--- src/sv/bcdm_pkg.sv ---
// ----------------------------------------------------------------------------
// bcdm_pkg
// Types, constants and helpers for the block-cyclic device mapper.
// ----------------------------------------------------------------------------
`default_nettype none

package bcdm_pkg;

   localparam int MaxDevices = 16;
   localparam int CoordW     = 32;
   localparam int MaskW      = MaxDevices;
   localparam int DevW       = 4;
   localparam int CntW       = 5;
   localparam int RemW       = 4;
   localparam int DivW       = 5;
   localparam int ValW       = 8;
   localparam int StageBits  = 8;
   localparam int ModStages  = CoordW / StageBits;

   // Cell rule selected by the device count
   typedef enum logic [1:0] {
      MODE_ONE      = 2'd0,
      MODE_ROWMAJOR = 2'd1,
      MODE_ODD      = 2'd2,
      MODE_SQUARE   = 2'd3
   } mode_type;

   // Decoded cfg; user (not block) keeps stable while transactions are in flight
   typedef struct packed {
      logic [DivW-1:0]  n;
      logic [DivW-1:0]  rows;
      logic [DivW-1:0]  cols;
      logic [RemW-1:0]  step;
      mode_type         mode;
      logic [MaskW-1:0] limit;
   } cfg_type;

   // Payload travelling through the remainder stages
   typedef struct packed {
      logic [CoordW-1:0] row;
      logic [CoordW-1:0] col;
      logic [RemW-1:0]   rem_row;
      logic [RemW-1:0]   rem_col;
      logic [MaskW-1:0]  support;
      logic              fallback;
   } mod_type;

   // One result transaction
   typedef struct packed {
      logic             mapped;
      logic [DevW-1:0]  device_id;
      logic [MaskW-1:0] device_mask;
      logic [CntW-1:0]  candidate_count;
   } res_type;

   // One restoring remainder step: shift in a bit, subtract the divisor if it fits
   function automatic logic [RemW-1:0] rem_step(input logic [RemW-1:0] rem,
                                                input logic            din,
                                                input logic [DivW-1:0] divisor);
      logic [DivW-1:0] t;
      t = {rem, din};
      if (t >= divisor) begin
         t = t - divisor;
      end
      return t[RemW-1:0];
   endfunction

endpackage

`default_nettype wire

--- src/sv/bcdm_cfg.sv ---
// ----------------------------------------------------------------------------
// bcdm_cfg
// Device count register and decode of grid shape, rule and device limit.
// ----------------------------------------------------------------------------
`default_nettype none

module bcdm_cfg (
   input  wire logic                      clock,
   input  wire logic                      reset,
   input  wire logic                      csr_valid,
   output logic                           csr_ready,
   input  wire logic [bcdm_pkg::CntW-1:0] csr_device_count,
   output bcdm_pkg::cfg_type              cfg
);

   logic [bcdm_pkg::CntW-1:0] device_count_ff;
   logic [bcdm_pkg::CntW-1:0] device_count_in;
   logic [bcdm_pkg::DivW-1:0] n;
   logic [bcdm_pkg::MaskW:0]  limit_wide;

   assign csr_ready = 1'b1;

   always_comb begin
      device_count_in = device_count_ff;
      if (csr_valid) begin
         device_count_in = csr_device_count;
      end
   end

   always_ff @(posedge clock) begin
      if (reset) begin
         device_count_ff <= bcdm_pkg::CntW'(1);
      end else begin
         device_count_ff <= device_count_in;
      end
   end

   // Clamp zero to one and large counts to the device limit
   always_comb begin
      n = device_count_ff;
      if (device_count_ff == '0) begin
         n = bcdm_pkg::DivW'(1);
      end else if (device_count_ff > bcdm_pkg::DivW'(bcdm_pkg::MaxDevices)) begin
         n = bcdm_pkg::DivW'(bcdm_pkg::MaxDevices);
      end
   end

   assign limit_wide = ((bcdm_pkg::MaskW+1)'(1) << n) - (bcdm_pkg::MaskW+1)'(1);

   always_comb begin
      cfg       = '0;
      cfg.n     = n;
      cfg.rows  = n;
      cfg.cols  = n;
      cfg.step  = bcdm_pkg::RemW'((n + bcdm_pkg::DivW'(1)) >> 1);
      cfg.limit = limit_wide[bcdm_pkg::MaskW-1:0];
      unique case (n)
         5'd1: begin
            cfg.mode = bcdm_pkg::MODE_ONE;
         end
         5'd4: begin
            cfg.mode = bcdm_pkg::MODE_SQUARE;
            cfg.rows = 5'd2;
            cfg.cols = 5'd2;
         end
         5'd9: begin
            cfg.mode = bcdm_pkg::MODE_SQUARE;
            cfg.rows = 5'd3;
            cfg.cols = 5'd3;
         end
         5'd6: begin
            cfg.mode = bcdm_pkg::MODE_ROWMAJOR;
            cfg.rows = 5'd3;
            cfg.cols = 5'd2;
         end
         5'd8: begin
            cfg.mode = bcdm_pkg::MODE_ROWMAJOR;
            cfg.rows = 5'd4;
            cfg.cols = 5'd2;
         end
         default: begin
            cfg.mode = n[0] ? bcdm_pkg::MODE_ODD : bcdm_pkg::MODE_SQUARE;
         end
      endcase
   end

endmodule

`default_nettype wire

--- src/sv/bcdm_mod_stage.sv ---
// ----------------------------------------------------------------------------
// bcdm_mod_stage
// One pipeline stage of the coordinate remainders: eight bits of each lane.
// ----------------------------------------------------------------------------
`default_nettype none

module bcdm_mod_stage (
   input  wire logic              clock,
   input  wire logic              reset,
   input  wire bcdm_pkg::cfg_type cfg,
   input  wire logic              in_valid,
   output logic                   in_ready,
   input  wire bcdm_pkg::mod_type in_data,
   output logic                   out_valid,
   input  wire logic              out_ready,
   output bcdm_pkg::mod_type      out_data
);

   logic              valid_ff;
   bcdm_pkg::mod_type data_ff;
   bcdm_pkg::mod_type data_in;
   logic [bcdm_pkg::RemW-1:0] rr;
   logic [bcdm_pkg::RemW-1:0] rc;

   // Consume the top bits of each coordinate, most significant first
   always_comb begin
      rr = in_data.rem_row;
      rc = in_data.rem_col;
      for (int k = 0; k < bcdm_pkg::StageBits; k++) begin
         rr = bcdm_pkg::rem_step(rr, in_data.row[bcdm_pkg::CoordW-1-k], cfg.rows);
         rc = bcdm_pkg::rem_step(rc, in_data.col[bcdm_pkg::CoordW-1-k], cfg.cols);
      end
      data_in         = in_data;
      data_in.row     = in_data.row << bcdm_pkg::StageBits;
      data_in.col     = in_data.col << bcdm_pkg::StageBits;
      data_in.rem_row = rr;
      data_in.rem_col = rc;
   end

   assign in_ready  = !valid_ff || out_ready;
   assign out_valid = valid_ff;
   assign out_data  = data_ff;

   always_ff @(posedge clock) begin
      if (reset) begin
         valid_ff <= 1'b0;
      end else if (in_ready) begin
         valid_ff <= in_valid;
      end
   end

   always_ff @(posedge clock) begin
      if (in_ready) begin
         data_ff <= data_in;
      end
   end

endmodule

`default_nettype wire

--- src/sv/bcdm_entry.sv ---
// ----------------------------------------------------------------------------
// bcdm_entry
// Grid cell to device: rule value, reduction by the count, final result.
// ----------------------------------------------------------------------------
`default_nettype none

module bcdm_entry (
   input  wire logic              clock,
   input  wire logic              reset,
   input  wire bcdm_pkg::cfg_type cfg,
   input  wire logic              in_valid,
   output logic                   in_ready,
   input  wire bcdm_pkg::mod_type in_data,
   output logic                   out_valid,
   input  wire logic              out_ready,
   output bcdm_pkg::res_type      out_data
);

   logic s1_valid_ff, s2_valid_ff, s3_valid_ff;
   logic ready1, ready2, ready3;

   logic [bcdm_pkg::ValW-1:0]  v1_ff, v1_in;
   logic [bcdm_pkg::RemW-1:0]  j1_ff;
   logic [bcdm_pkg::MaskW-1:0] mask1_ff;
   logic                       fb1_ff;

   logic [bcdm_pkg::RemW-1:0]  rem2_ff, rem2_in;
   logic [bcdm_pkg::RemW-1:0]  j2_ff;
   logic [bcdm_pkg::MaskW-1:0] mask2_ff;
   logic [bcdm_pkg::CntW-1:0]  cnt2_ff, cnt2_in;
   logic                       fb2_ff;

   bcdm_pkg::res_type          res3_ff, res3_in;

   logic [bcdm_pkg::ValW-1:0]  iw, jw;
   logic [bcdm_pkg::DivW-1:0]  shift, sum;
   logic [bcdm_pkg::DevW-1:0]  id;

   assign ready3   = !s3_valid_ff || out_ready;
   assign ready2   = !s2_valid_ff || ready3;
   assign ready1   = !s1_valid_ff || ready2;
   assign in_ready = ready1;

   // Rule value for the cell
   always_comb begin
      iw = {4'd0, in_data.rem_row};
      jw = {4'd0, in_data.rem_col};
      case (cfg.mode)
         bcdm_pkg::MODE_SQUARE: begin
            if (jw >= iw) begin
               v1_in = jw * jw + iw;
            end else begin
               v1_in = iw * (iw + 8'd2) - jw;
            end
         end
         bcdm_pkg::MODE_ODD: begin
            v1_in = iw * {4'd0, cfg.step};
         end
         bcdm_pkg::MODE_ROWMAJOR: begin
            v1_in = (iw << 1) + jw;
         end
         default: begin
            v1_in = '0;
         end
      endcase
   end

   // Reduce by the device count; count fallback candidates
   always_comb begin
      rem2_in = '0;
      for (int k = bcdm_pkg::ValW - 1; k >= 0; k--) begin
         rem2_in = bcdm_pkg::rem_step(rem2_in, v1_ff[k], cfg.n);
      end
      cnt2_in = '0;
      for (int k = 0; k < bcdm_pkg::MaskW; k++) begin
         cnt2_in = cnt2_in + bcdm_pkg::CntW'(mask1_ff[k]);
      end
   end

   // Odd counts shift row, add column with one wrap; others use the remainder
   always_comb begin
      shift = (rem2_ff == '0) ? '0 : cfg.n - {1'b0, rem2_ff};
      sum   = shift + {1'b0, j2_ff};
      if (sum >= cfg.n) begin
         sum = sum - cfg.n;
      end
      id = (cfg.mode == bcdm_pkg::MODE_ODD) ? sum[bcdm_pkg::DevW-1:0] : rem2_ff;
      if (fb2_ff) begin
         res3_in.mapped          = 1'b0;
         res3_in.device_id       = '0;
         res3_in.device_mask     = mask2_ff;
         res3_in.candidate_count = cnt2_ff;
      end else begin
         res3_in.mapped          = 1'b1;
         res3_in.device_id       = id;
         res3_in.device_mask     = bcdm_pkg::MaskW'(1) << id;
         res3_in.candidate_count = bcdm_pkg::CntW'(1);
      end
   end

   always_ff @(posedge clock) begin
      if (reset) begin
         s1_valid_ff <= 1'b0;
         s2_valid_ff <= 1'b0;
         s3_valid_ff <= 1'b0;
      end else begin
         if (ready1) begin
            s1_valid_ff <= in_valid;
         end
         if (ready2) begin
            s2_valid_ff <= s1_valid_ff;
         end
         if (ready3) begin
            s3_valid_ff <= s2_valid_ff;
         end
      end
   end

   always_ff @(posedge clock) begin
      if (ready1) begin
         v1_ff    <= v1_in;
         j1_ff    <= in_data.rem_col;
         mask1_ff <= in_data.support & cfg.limit;
         fb1_ff   <= in_data.fallback;
      end
      if (ready2) begin
         rem2_ff  <= rem2_in;
         j2_ff    <= j1_ff;
         mask2_ff <= mask1_ff;
         cnt2_ff  <= cnt2_in;
         fb2_ff   <= fb1_ff;
      end
      if (ready3) begin
         res3_ff  <= res3_in;
      end
   end

   assign out_valid = s3_valid_ff;
   assign out_data  = res3_ff;

endmodule

`default_nettype wire

--- src/sv/block_cyclic_device_mapper_top.sv ---
// ----------------------------------------------------------------------------
// block_cyclic_device_mapper_top
// Maps a task's block coordinates to one device of a block-cyclic grid, or
// falls back to the kernel support mask limited to the configured devices.
// ----------------------------------------------------------------------------
//
//   Channel   Direction  Handshake            Payload
//   req_      in         req_valid/req_stall  row_index, column_index, support_mask
//   rsp_      out        rsp_valid/rsp_stall  mapped, device_id, device_mask,
//                                             candidate_count
//   csr_      in         csr_valid/csr_ready  device_count (always ready)
//
// Flow: one transaction enters per clock while req_stall is low; its result passes
// through four remainder stages of eight coordinate bits each, then rule value,
// reduction by the device count and result register.
// Reset: synchronous; clears all stage valid bits and sets the device count
// to one.
// Stalls: each stage holds while its successor is full and stalled, so empty
// stages fill up behind a stalled result and no transaction is lost or repeated.
// ----------------------------------------------------------------------------
`default_nettype none

module block_cyclic_device_mapper_top (
   input  wire logic                       clock,
   input  wire logic                       reset,
   input  wire logic                       req_valid,
   output logic                            req_stall,
   input  wire logic signed [31:0]         req_row_index,
   input  wire logic signed [31:0]         req_column_index,
   input  wire logic        [15:0]         req_support_mask,
   output logic                            rsp_valid,
   input  wire logic                       rsp_stall,
   output logic                            rsp_mapped,
   output logic             [3:0]          rsp_device_id,
   output logic             [15:0]         rsp_device_mask,
   output logic             [4:0]          rsp_candidate_count,
   input  wire logic                       csr_valid,
   output logic                            csr_ready,
   input  wire logic        [4:0]          csr_device_count
);

   bcdm_pkg::cfg_type cfg;
   bcdm_pkg::mod_type mod_data  [bcdm_pkg::ModStages+1];
   logic              mod_valid [bcdm_pkg::ModStages+1];
   logic              mod_ready [bcdm_pkg::ModStages+1];
   bcdm_pkg::res_type res;

   bcdm_cfg u_cfg (
      .clock            (clock),
      .reset            (reset),
      .csr_valid        (csr_valid),
      .csr_ready        (csr_ready),
      .csr_device_count (csr_device_count),
      .cfg              (cfg)
   );

   // Launch the transaction: remainders start at zero, any negative
   // coordinate selects the fallback path
   always_comb begin
      mod_data[0].row      = req_row_index;
      mod_data[0].col      = req_column_index;
      mod_data[0].rem_row  = '0;
      mod_data[0].rem_col  = '0;
      mod_data[0].support  = req_support_mask;
      mod_data[0].fallback = req_row_index[31] | req_column_index[31];
   end

   assign mod_valid[0] = req_valid;
   assign req_stall    = !mod_ready[0];

   for (genvar s = 0; s < bcdm_pkg::ModStages; s++) begin : g_mod
      bcdm_mod_stage u_stage (
         .clock     (clock),
         .reset     (reset),
         .cfg       (cfg),
         .in_valid  (mod_valid[s]),
         .in_ready  (mod_ready[s]),
         .in_data   (mod_data[s]),
         .out_valid (mod_valid[s+1]),
         .out_ready (mod_ready[s+1]),
         .out_data  (mod_data[s+1])
      );
   end

   bcdm_entry u_entry (
      .clock     (clock),
      .reset     (reset),
      .cfg       (cfg),
      .in_valid  (mod_valid[bcdm_pkg::ModStages]),
      .in_ready  (mod_ready[bcdm_pkg::ModStages]),
      .in_data   (mod_data[bcdm_pkg::ModStages]),
      .out_valid (rsp_valid),
      .out_ready (!rsp_stall),
      .out_data  (res)
   );

   // Drive the result ports from the result register
   assign rsp_mapped          = res.mapped;
   assign rsp_device_id       = res.device_id;
   assign rsp_device_mask     = res.device_mask;
   assign rsp_candidate_count = res.candidate_count;

   // A mapped result names exactly one device
   a_mapped_one_hot: assert property (@(posedge clock) disable iff (reset)
      rsp_valid && rsp_mapped |-> rsp_device_mask == (16'd1 << rsp_device_id)
                                  && rsp_candidate_count == 5'd1)
      else $error("mapped result is not a single device");

   // A fallback result carries device zero and a consistent count
   a_fallback_count: assert property (@(posedge clock) disable iff (reset)
      rsp_valid && !rsp_mapped |-> rsp_device_id == 4'd0
                                   && rsp_candidate_count == 5'($countones(rsp_device_mask)))
      else $error("fallback result inconsistent");

   // Back-pressure only reaches the input when the result register is full
   a_stall_needs_full: assert property (@(posedge clock) disable iff (reset)
      req_stall |-> rsp_valid && rsp_stall)
      else $error("input stalled while pipeline has room");

   // The configuration port never blocks
   a_csr_ready: assert property (@(posedge clock) disable iff (reset)
      csr_ready)
      else $error("configuration port not ready");

endmodule

`default_nettype wire

--- config.mk ---
export PLATFORM = sky130hd
export DESIGN_NAME = block_cyclic_device_mapper_top
export DESIGN_NICKNAME = d
export VERILOG_FILES = /design/src/sv/bcdm_pkg.sv /design/src/sv/bcdm_cfg.sv /design/src/sv/bcdm_mod_stage.sv /design/src/sv/bcdm_entry.sv /design/src/sv/block_cyclic_device_mapper_top.sv
export SDC_FILE = /design/constraint.sdc
export NUM_CORES = 1
export LEC_CHECK = 0
export BUFFER_PORTS_ARGS = -buffer_cell sky130_fd_sc_hd__buf_4
export CORE_MARGIN = 5
export CORE_UTILIZATION = 30
export CTS_BUF_LIST = sky130_fd_sc_hd__clkbuf_16
export DETAILED_ROUTE_END_ITERATION = 8
export PLACE_DENSITY_LB_ADDON = 0.2
export SYNTH_ARGS = -nofsm -noshare
export SYNTH_HDL_FRONTEND = slang
export SYNTH_SLANG_ARGS = --single-unit
--- constraint.sdc ---
create_clock -name clock -period 47.3 [get_ports clock]
set_input_delay 2.365 -clock clock [delete_from_list [all_inputs] [get_ports clock]]
set_output_delay 2.365 -clock clock [all_outputs]
set_load 0.02 [all_outputs]
==> results.toml, run 1 <==
[die]
die_height_um = 309
dieArea_sq_mm = 0.0955
fp-row-count = 109
die_w_um = 309
coreArea_sq_mm = 0.0885
io_pins = 119
start_util = 0.303

[drt]
num_vias = 19678
drtIter0Drc = 727
ant_nets = 0
via_per_inst = 4.94
routed_wl_mm = 67.3
wl_per_cell_um = 16.9
drtPass1Iterations = 5
drc = 0

[timing]
maxSlewViolCount = 0
rsz0062_at_grt = "no"
setup_slack_ns = 29.26
tightest_slew_ns = 1.13
min_period_over_period = 0.381
hold_viol = 0
clock.fmax_ghz = 0.0554
finalSetupTns_ns = 0
finalWorstPathRequiredPeriod_ns = 18.04
holdWs_ns = 0.396
setup_viol = 0
fin_skew_ns = 0.0353
maxSlewHeadroom = 0.248

[global_route]
antenna_found_initial = 2
grt_pass1_vias = 20753
grt_overflow_total = 0
grt_max_degree = 87
grt_util_all_layers = 0.139
grt_pass1_wl_mm = 108

[synthesis]
yosysTopAreaCell = "edfxtp_1"
ys_warn_count = 0
yosysTopAreaCellShare = 0.315
synthesis.area_sq_mm = 0.0268
avgSynthCellArea_sq_um = 10.2
ys_ff_latch = 293
synth_edf_count = 281
synth_cell_types = 84
yosysSeqAreaShare = 0.324
syn-instance-count = 2642
synth.area.top_cells = "edfxtp_1 31%, ha_1 20%, fa_1 5.3%, a21o_1 4.6%, xnor2_1 4.5%"
syn_nets = 3229
ys_async_sr_fraction = 0
synth_flop_cell = "edfxtp_1"

[worst_setup_path]
cp_common_cell = "a21o_1"
critPathMaxFanout = 30
max_stage_delay_ns = 0.52
crit_arrival_ns = 18.36
cp_slowest_cell = "buf_4"
path_class = "register to register"
setup.worst_path.end_class = "register"
cp-start-kind = "register"
critPathRequiredTime_ns = 47.62

[cts]
h-tree-depth = 2
path_clk_slew_ns = 0.06
ctsHoldBuffers = 0
cts_sinks = 293
cts-buffers-inserted = 40
cts_root_buffer = "clkbuf_16"
insertion_delay_ns = 0.58
post_cts_buffers = 0
cts_buffer_depth = 3
cts_tree = "built"
post_cts_resized = 0

[job]
drv_cap = 0

[final_layout]
final_cells = 3983
final_layout_size_suffix_gt1_frac = 0.122
synthToLayoutAreaGrowth_pct = 13.8
finalNetCount = 3376
final_cell_mix = "426 x ha_1, 281 x edfxtp_1, 247 x inv_1"
layout_commonest_cell = "ha_1"
fillCellCount = 8839

[placed_design]
port_buffers = 117
dp_hpwl_mm = 50.0
dp.cells = 3912
gp_congestion = 0.844
preCtsSetupSlack_ns = 29.28

[min_path]
min_path_type = "register to register"

[outcome]
status = "finished clean"
worst max-delay path, delay by kind of cell, from the launching register on:
kind / cells / cell delay (ns)
AOI/OAI and AO/OA: 44 / 10.04
adders and majority gates: 9 / 2.95
buffers and inverters: 11 / 2.32
and+or+nand+nor: 14 / 1.85
muxes: 1 / 0.30
DFF: 1 / 0.29
cell type report:
cell class	count	area [sq um]	area share
multi-input cells	2069	17100	0.561
flip-flops and latches	293	8680	0.284
well taps	1165	1460	0.0478
repair buffers	139	1060	0.0346
clock buffers	40	1000	0.0328
inverters	246	923	0.0303
clock inverters	30	283	0.00926
diodes	1	2.50	0.0000820
path summary, 6_finish.rpt:
| path | startpoint | to | slack (ns) | cells past startpoint |
|---|---|---|---|---|
| worst min register to register | g_mod[1].u_stage.out_data[48]$_DFFE_PP_ | g_mod[2].u_stage.out_data[56]$_DFFE_PP_ | 0.40 | 0 |
| worst max-delay path | u_cfg.device_count_ff[4]$_SDFFE_PP0P_ | g_mod[1].u_stage.out_data[22]$_DFFE_PP_ | 29.26 | 79 |
| worst max register to register | u_cfg.device_count_ff[4]$_SDFFE_PP0P_ | g_mod[1].u_stage.out_data[22]$_DFFE_PP_ | 29.26 | 79 |
| worst min-delay path | g_mod[1].u_stage.out_data[48]$_DFFE_PP_ | g_mod[2].u_stage.out_data[56]$_DFFE_PP_ | 0.40 | 0 |
metal layers:
layer | routed length, um | up-vias | track usage
li1 | - | 9848 | -
met1 | 30500 | 9464 | 0.174
met2 | 32400 | 261 | 0.246
met3 | 2550 | 103 | 0.0229
met4 | 1880 | 2 | 0.0420
met5 | 11 | - | 0
state kept, by name, indices dropped and copies added (netlist names):
signal	count
u_entry.out_valid	1
u_entry.j2_ff	4
u_entry.mask1_ff	16
u_entry.fb1_ff	1
g_mod.u_stage.out_valid	4
u_entry.mask2_ff	16
u_entry.out_data	26
u_entry.s2_valid_ff	1
u_entry.j1_ff	4
u_entry.s1_valid_ff	1
g_mod.u_stage.out_data	196
u_entry.v1_ff	8
u_entry.fb2_ff	1
u_entry.cnt2_ff	5
u_cfg.device_count_ff	5
u_entry.rem2_ff	4
metrics by stage:
step / cell area [sq um] / util
floorplan: 26800 / -
global placement: 29200 / 0.330
detailed placement: 29200 / 0.330
CTS: 30500 / 0.345
global route: 30500 / 0.345
finish: 30500 / 0.345
cells in the mapped netlist, types with 8 or more instances:
cell	instances
xor2_1	50
and2_1	27
nand3_1	24
edfxtp_1	281
xnor2_1	139
maj3_1	19
dfxtp_1	12
a31o_2	40
nor2b_1	44
o21ai_0	95
nor3_1	13
and3_1	11
mux2_2	73
fa_1	71
nand2b_1	64
o21ai_1	14
o21bai_1	13
nand2_1	111
a211oi_1	16
mux2i_1	48
nor2_1	219
ha_1	426
a21o_1	166
clkbuf_1	23
o21a_1	15
inv_1	242
o31ai_1	8
a21oi_1	235
cell families (layout without fill, tap and decap cells):
group | Yosys count | after routing | synth area share
compound gates | 683 | 683 | 0.166
xor+xnor | 189 | 189 | 0.0617
simple gates | 551 | 551 | 0.0972
buf+inv | 280 | 455 | 0.0398
flops | 293 | 293 | 0.324
mux | 128 | 128 | 0.0518
other cells | 1 | 2 | 0.000140
fa+ha+maj | 517 | 517 | 0.259
Power of run 1 is left out: the tool's default activity adds up to more than one toggle a clock period on the data nets, which glitch-free logic cannot reach.
==> inputs of run 2 (changes only) <==
==> constraint.sdc (replaced) <==
create_clock -name clock -period 16.7 [get_ports clock]
set_input_delay 0.835 -clock clock [delete_from_list [all_inputs] [get_ports clock]]
set_output_delay 0.835 -clock clock [all_outputs]
set_load 0.02 [all_outputs]
==> run 2 against run 1 <==
Against the previous run: sequential share of layout area is 0.20 points lower; die area did not move; register-to-register slack got worse by 28 ns; critical endpoint unchanged; highest routed layer is now met4.
==> results.toml, run 2 (synthesis gave the netlist of run 1 again) <==
[global_route]
grt_util_all_layers = 0.138
grt_pass1_vias = 20765
grt_max_degree = 59
antenna_found_initial = 1
grt_overflow_total = 0
grt_pass1_wl_mm = 108

[worst_setup_path]
rrSetupSlack_ns = 1.06
cp-start-kind = "register"
critPathRequiredTime_ns = 17.02
rr_worst_depth = 78
r2r-start = "u_cfg.device_count_ff[1]$_SDFFE_PP0P_"
crit_arrival_ns = 15.96
setup.worst_path.end_class = "register"
path_class = "register to register"
r2r_end = "g_mod[1].u_stage.out_data[22]$_DFFE_PP_"
critPathMaxFanout = 10
cp_common_cell = "a21o_1"
max_stage_delay_ns = 0.44
cp_slowest_cell = "dfxtp_1"

[drt]
wl_per_cell_um = 16.7
drc = 0
routed_wl_mm = 66.8
ant_nets = 0
via_per_inst = 4.89
num_vias = 19596
drtIter0Drc = 720
drtPass1Iterations = 5

[cts]
ctsHoldBuffers = 0
path_clk_slew_ns = 0.08
insertion_delay_ns = 0.61
cts_buffer_depth = 3
cts_sinks = 293
cts_tree = "built"
cts-buffers-inserted = 39
cts_root_buffer = "clkbuf_16"
h-tree-depth = 2

[timing]
fin_skew_ns = 0.0527
maxSlewViolCount = 0
min_period_over_period = 0.936
clock.fmax_ghz = 0.0639
finalWorstPathRequiredPeriod_ns = 15.64
hold_viol = 0
tightest_slew_ns = 1.21
setup_viol = 0
maxSlewHeadroom = 0.195
holdWs_ns = 0.404

[outcome]
status = "finished clean"

[final_layout]
final_layout_size_suffix_gt1_frac = 0.133
post-route-util = 0.347
finalNetCount = 3395
design_area_sq_mm = 0.0307
largest_reg_flops = 196
layout_commonest_cell = "ha_1"
fillCellCount = 8843
final_cell_mix = "424 x ha_1, 281 x edfxtp_1, 252 x inv_1"
synthToLayoutAreaGrowth_pct = 14.6

[die]
start_util = 0.303
coreArea_sq_mm = 0.0885
dieArea_sq_mm = 0.0955
die_w_um = 309
die_height_um = 309
fp-row-count = 109
io_pins = 119

[placed_design]
gp_congestion = 0.828
placed_area_sq_mm = 0.0294
port_buffers = 117
dp_hpwl_mm = 51.2

[min_path]
holdPathEnd = "g_mod[0].u_stage.out_data[88]$_DFFE_PN_"
hold_start = "req_row_index[23]"
hold_depth = 1
min_path_type = "primary input to register"

[job]
drv_cap = 0
run 2: worst max path at each step:
stage	slack, ns	cells past startpoint	startpoint	end
2_1_floorplan	0.31	81	u_cfg.device_count_ff[3]$_SDFFE_PP0P_	g_mod[2].u_stage.out_data[22]$_DFFE_PP_
6_report	1.06	78	u_cfg.device_count_ff[1]$_SDFFE_PP0P_	g_mod[1].u_stage.out_data[22]$_DFFE_PP_
3_3_place_gp	0.59	78	u_cfg.device_count_ff[1]$_SDFFE_PP0P_	g_mod[1].u_stage.out_data[22]$_DFFE_PP_
3_5_place_dp	-0.35	78	u_cfg.device_count_ff[1]$_SDFFE_PP0P_	g_mod[1].u_stage.out_data[22]$_DFFE_PP_
5_1_grt	-0.01	81	u_cfg.device_count_ff[1]$_SDFFE_PP0P_	g_mod[1].u_stage.out_data[22]$_DFFE_PP_
4_1_cts	0.06	79	u_cfg.device_count_ff[1]$_SDFFE_PP0P_	g_mod[3].u_stage.out_data[22]$_DFFE_PP_
run 2: area by class of cell:
class | count | area, sq um | share of cell area
Multi-Input combinational cell | 2069 | 17200 | 0.559
Tap cell | 1165 | 1460 | 0.0474
Timing Repair Buffer | 159 | 1220 | 0.0396
Sequential cell | 293 | 8680 | 0.282
Inverter | 246 | 923 | 0.0300
Clock inverter | 33 | 302 | 0.00981
Clock buffer | 39 | 976 | 0.0317
Antenna cell | 1 | 2.50 | 0.0000814
run 2: what timing repair did:
action / 4_1_cts / 5_1_grt
gates cloned: 0 / 0
endpoints found under the setup margin: 8 / 12
setup buffers: 0 / 1
gates resized for setup: 7 / 25
run 2: layer usage:
layer | routed length, um | track usage
met1 | 30300 | 0.174
met5 | 0 | 0
met3 | 2130 | 0.0193
met4 | 1330 | 0.0355
met2 | 33000 | 0.249
run 2: worst max-delay path, delay by kind of cell (launching register included):
family / cells / cell delay, ns
compound gates: 44 / 9.04
fa+ha+maj: 9 / 2.71
buf+inv: 8 / 0.82
flops: 1 / 0.44
mux: 1 / 0.29
simple gates: 16 / 2.02
run 2: through the flow:
step | setup WS [ns] | cells | TNS [ns]
3_3_place_gp | 0.591 | 3931 | 0
6_report | 1.06 | 4005 | 0
4_1_cts | 0.0576 | 4003 | 0
3_5_place_dp | -0.351 | 3931 | -1.17
5_1_grt | -0.0144 | 4004 | -0.0144
2_1_floorplan | 0.308 | 2642 | 0
Power of run 2 is left out for the same reason.
==> inputs of run 3 (changes only) <==
--- a/config.mk
+++ b/config.mk
@@ -10,6 +10,7 @@
 export CORE_UTILIZATION = 30
 export CTS_BUF_LIST = sky130_fd_sc_hd__clkbuf_16
 export DETAILED_ROUTE_END_ITERATION = 8
+export MAX_ROUTING_LAYER = met4
 export PLACE_DENSITY_LB_ADDON = 0.2
 export SYNTH_ARGS = -nofsm -noshare
 export SYNTH_HDL_FRONTEND = slang
==> run 3 against run 2 <==
Against the previous run: via count rose by 1.1%; worst setup slack improved by 0.013 ns; global-route usage rose by 0.51 points; largest cell class unchanged.
==> results.toml, run 3 (synthesis gave the netlist of run 1 again) <==
[outcome]
status = "finished clean"

[timing]
fin_skew_ns = 0.0254
clock.fmax_ghz = 0.0640
tightest_slew_ns = 1.20
rsz0062_at_grt = "no"
maxSlewViolCount = 0
finalWorstPathRequiredPeriod_ns = 15.63
setup_slack_ns = 1.07
maxSlewHeadroom = 0.203
hold_viol = 0
min_period_over_period = 0.936
setup_viol = 0

[die]
io_pins = 119
coreArea_sq_mm = 0.0885
die_height_um = 309
dieArea_sq_mm = 0.0955
die_w_um = 309
start_util = 0.303
fp-row-count = 109

[placed_design]
port_buffers = 117
gp_congestion = 0.840
preCtsSetupSlack_ns = -0.195
dp_hpwl_mm = 51.3

[global_route]
grt_max_degree = 59
grt_util_all_layers = 0.143
grt_overflow_total = 0
grt_pass1_wl_mm = 108
antenna_found_initial = 3
grt_pass1_vias = 20758

[final_layout]
final_cell_mix = "425 x ha_1, 281 x edfxtp_1, 247 x inv_1"
final_layout_size_suffix_gt1_frac = 0.135
finalNetCount = 3397
largest_reg_flops = 196
synthToLayoutAreaGrowth_pct = 15.0
seqCellArea_sq_mm = 0.00868
layout_commonest_cell = "ha_1"
post-route-util = 0.349
multi_input_area_sq_mm = 0.0172
fillCellCount = 8747

[worst_setup_path]
r2r-start = "u_cfg.device_count_ff[1]$_SDFFE_PP0P_"
crit_arrival_ns = 15.95
r2r_end = "g_mod[1].u_stage.out_data[22]$_DFFE_PP_"
path_class = "register to register"
cp-start-kind = "register"
rr_worst_depth = 78
cp_slowest_cell = "dfxtp_1"
critPathRequiredTime_ns = 17.02
cp_common_cell = "a21o_1"
setup.worst_path.end_class = "register"
max_stage_delay_ns = 0.36
critPathMaxFanout = 9
rrSetupSlack_ns = 1.07

[cts]
insertion_delay_ns = 0.58
cts_buffer_depth = 3
h-tree-depth = 2
path_clk_slew_ns = 0.06
cts_tree = "built"
cts_root_buffer = "clkbuf_16"
cts-buffers-inserted = 40
ctsHoldBuffers = 0
cts_sinks = 293

[drt]
via_per_inst = 4.94
drtPass1Iterations = 7
drc = 0
drtIter0Drc = 786
ant_nets = 0
num_vias = 19819
wl_per_cell_um = 16.8
routed_wl_mm = 67.5

[min_path]
hold_depth = 0
min_path_type = "register to register"
hold_start = "g_mod[0].u_stage.out_data[12]$_DFFE_PN_"
holdPathEnd = "g_mod[1].u_stage.out_data[12]$_DFFE_PP_"

[job]
drv_cap = 0
[run 3: cell types whose count changed in the layout (fill, tap and decap cells not counted), moves of 2 or more]
cell | previous run | this run
inv_1 | 252 | 247
bufinv_16 | 3 | 6
clkinv_2 | 4 | 7
clkinvlp_4 | 4 | 2
diode_2 | 1 | 3
[run 3: area by class of cell]
| type | count | share of cell area |
|---|---|---|
| timing repair buffer | 160 | 0.0397 |
| tap | 1165 | 0.0472 |
| multi-input combinational | 2069 | 0.557 |
| inverter | 246 | 0.0299 |
| sequential | 293 | 0.281 |
| clock buffer | 40 | 0.0324 |
| antenna | 3 | 0.000243 |
| clock inverter | 34 | 0.0124 |
[run 3: critical path, delay by kind of cell (launching register included)]
family	cells	cell delay, ns
DFF	1	0.36
buffers and inverters	8	0.70
muxes	1	0.29
adders and majority gates	9	2.61
and+or+nand+nor	16	2.18
AOI/OAI and AO/OA	44	9.22
[run 3: worst max-delay path by stage]
stage | startpoint | to | slack (ns) | cells past startpoint
6_report | u_cfg.device_count_ff[1]$_SDFFE_PP0P_ | g_mod[1].u_stage.out_data[22]$_DFFE_PP_ | 1.07 | 78
5_1_grt | u_cfg.device_count_ff[1]$_SDFFE_PP0P_ | g_mod[1].u_stage.out_data[22]$_DFFE_PP_ | 0.03 | 80
4_1_cts | u_cfg.device_count_ff[1]$_SDFFE_PP0P_ | g_mod[3].u_stage.out_data[22]$_DFFE_PP_ | 0.05 | 79
3_5_place_dp | u_cfg.device_count_ff[1]$_SDFFE_PP0P_ | g_mod[1].u_stage.out_data[22]$_DFFE_PP_ | -0.19 | 78
3_3_place_gp | u_cfg.device_count_ff[1]$_SDFFE_PP0P_ | g_mod[2].u_stage.out_data[22]$_DFFE_PP_ | 0.74 | 77
2_1_floorplan | u_cfg.device_count_ff[3]$_SDFFE_PP0P_ | g_mod[2].u_stage.out_data[22]$_DFFE_PP_ | 0.31 | 81
[run 3: what timing repair did]
item | CTS | global route
endpoints found under the setup margin | 5 | 12
pin swaps | 0 | 0
setup buffers | 0 | 2
gates resized for setup | 4 | 26
[run 3: per-stage QoR]
| step | instance area, sq um | TNS, ns | std cells | hold WS [ns] |
|---|---|---|---|---|
| 5_1_grt | 30900 | 0 | 4010 | 0.381 |
| 3_3_place_gp | 29400 | 0 | 3931 | 0.404 |
| 2_1_floorplan | 26800 | 0 | 2642 | 0.400 |
| 4_1_cts | 30800 | 0 | 4005 | 0.370 |
| 3_5_place_dp | 29400 | -0.412 | 3931 | 0.405 |
| 6_report | 30900 | 0 | 4010 | 0.408 |
[run 3: layer usage]
layer / vias to the layer above / track usage / wire [um]
met5: - / - / 0
met4: 0 / 0.0430 / 1890
met3: 120 / 0.0203 / 2520
met2: 343 / 0.249 / 32900
met1: 9450 / 0.173 / 30200
li1: 9906 / - / -
Power of run 3 is left out for the same reason.
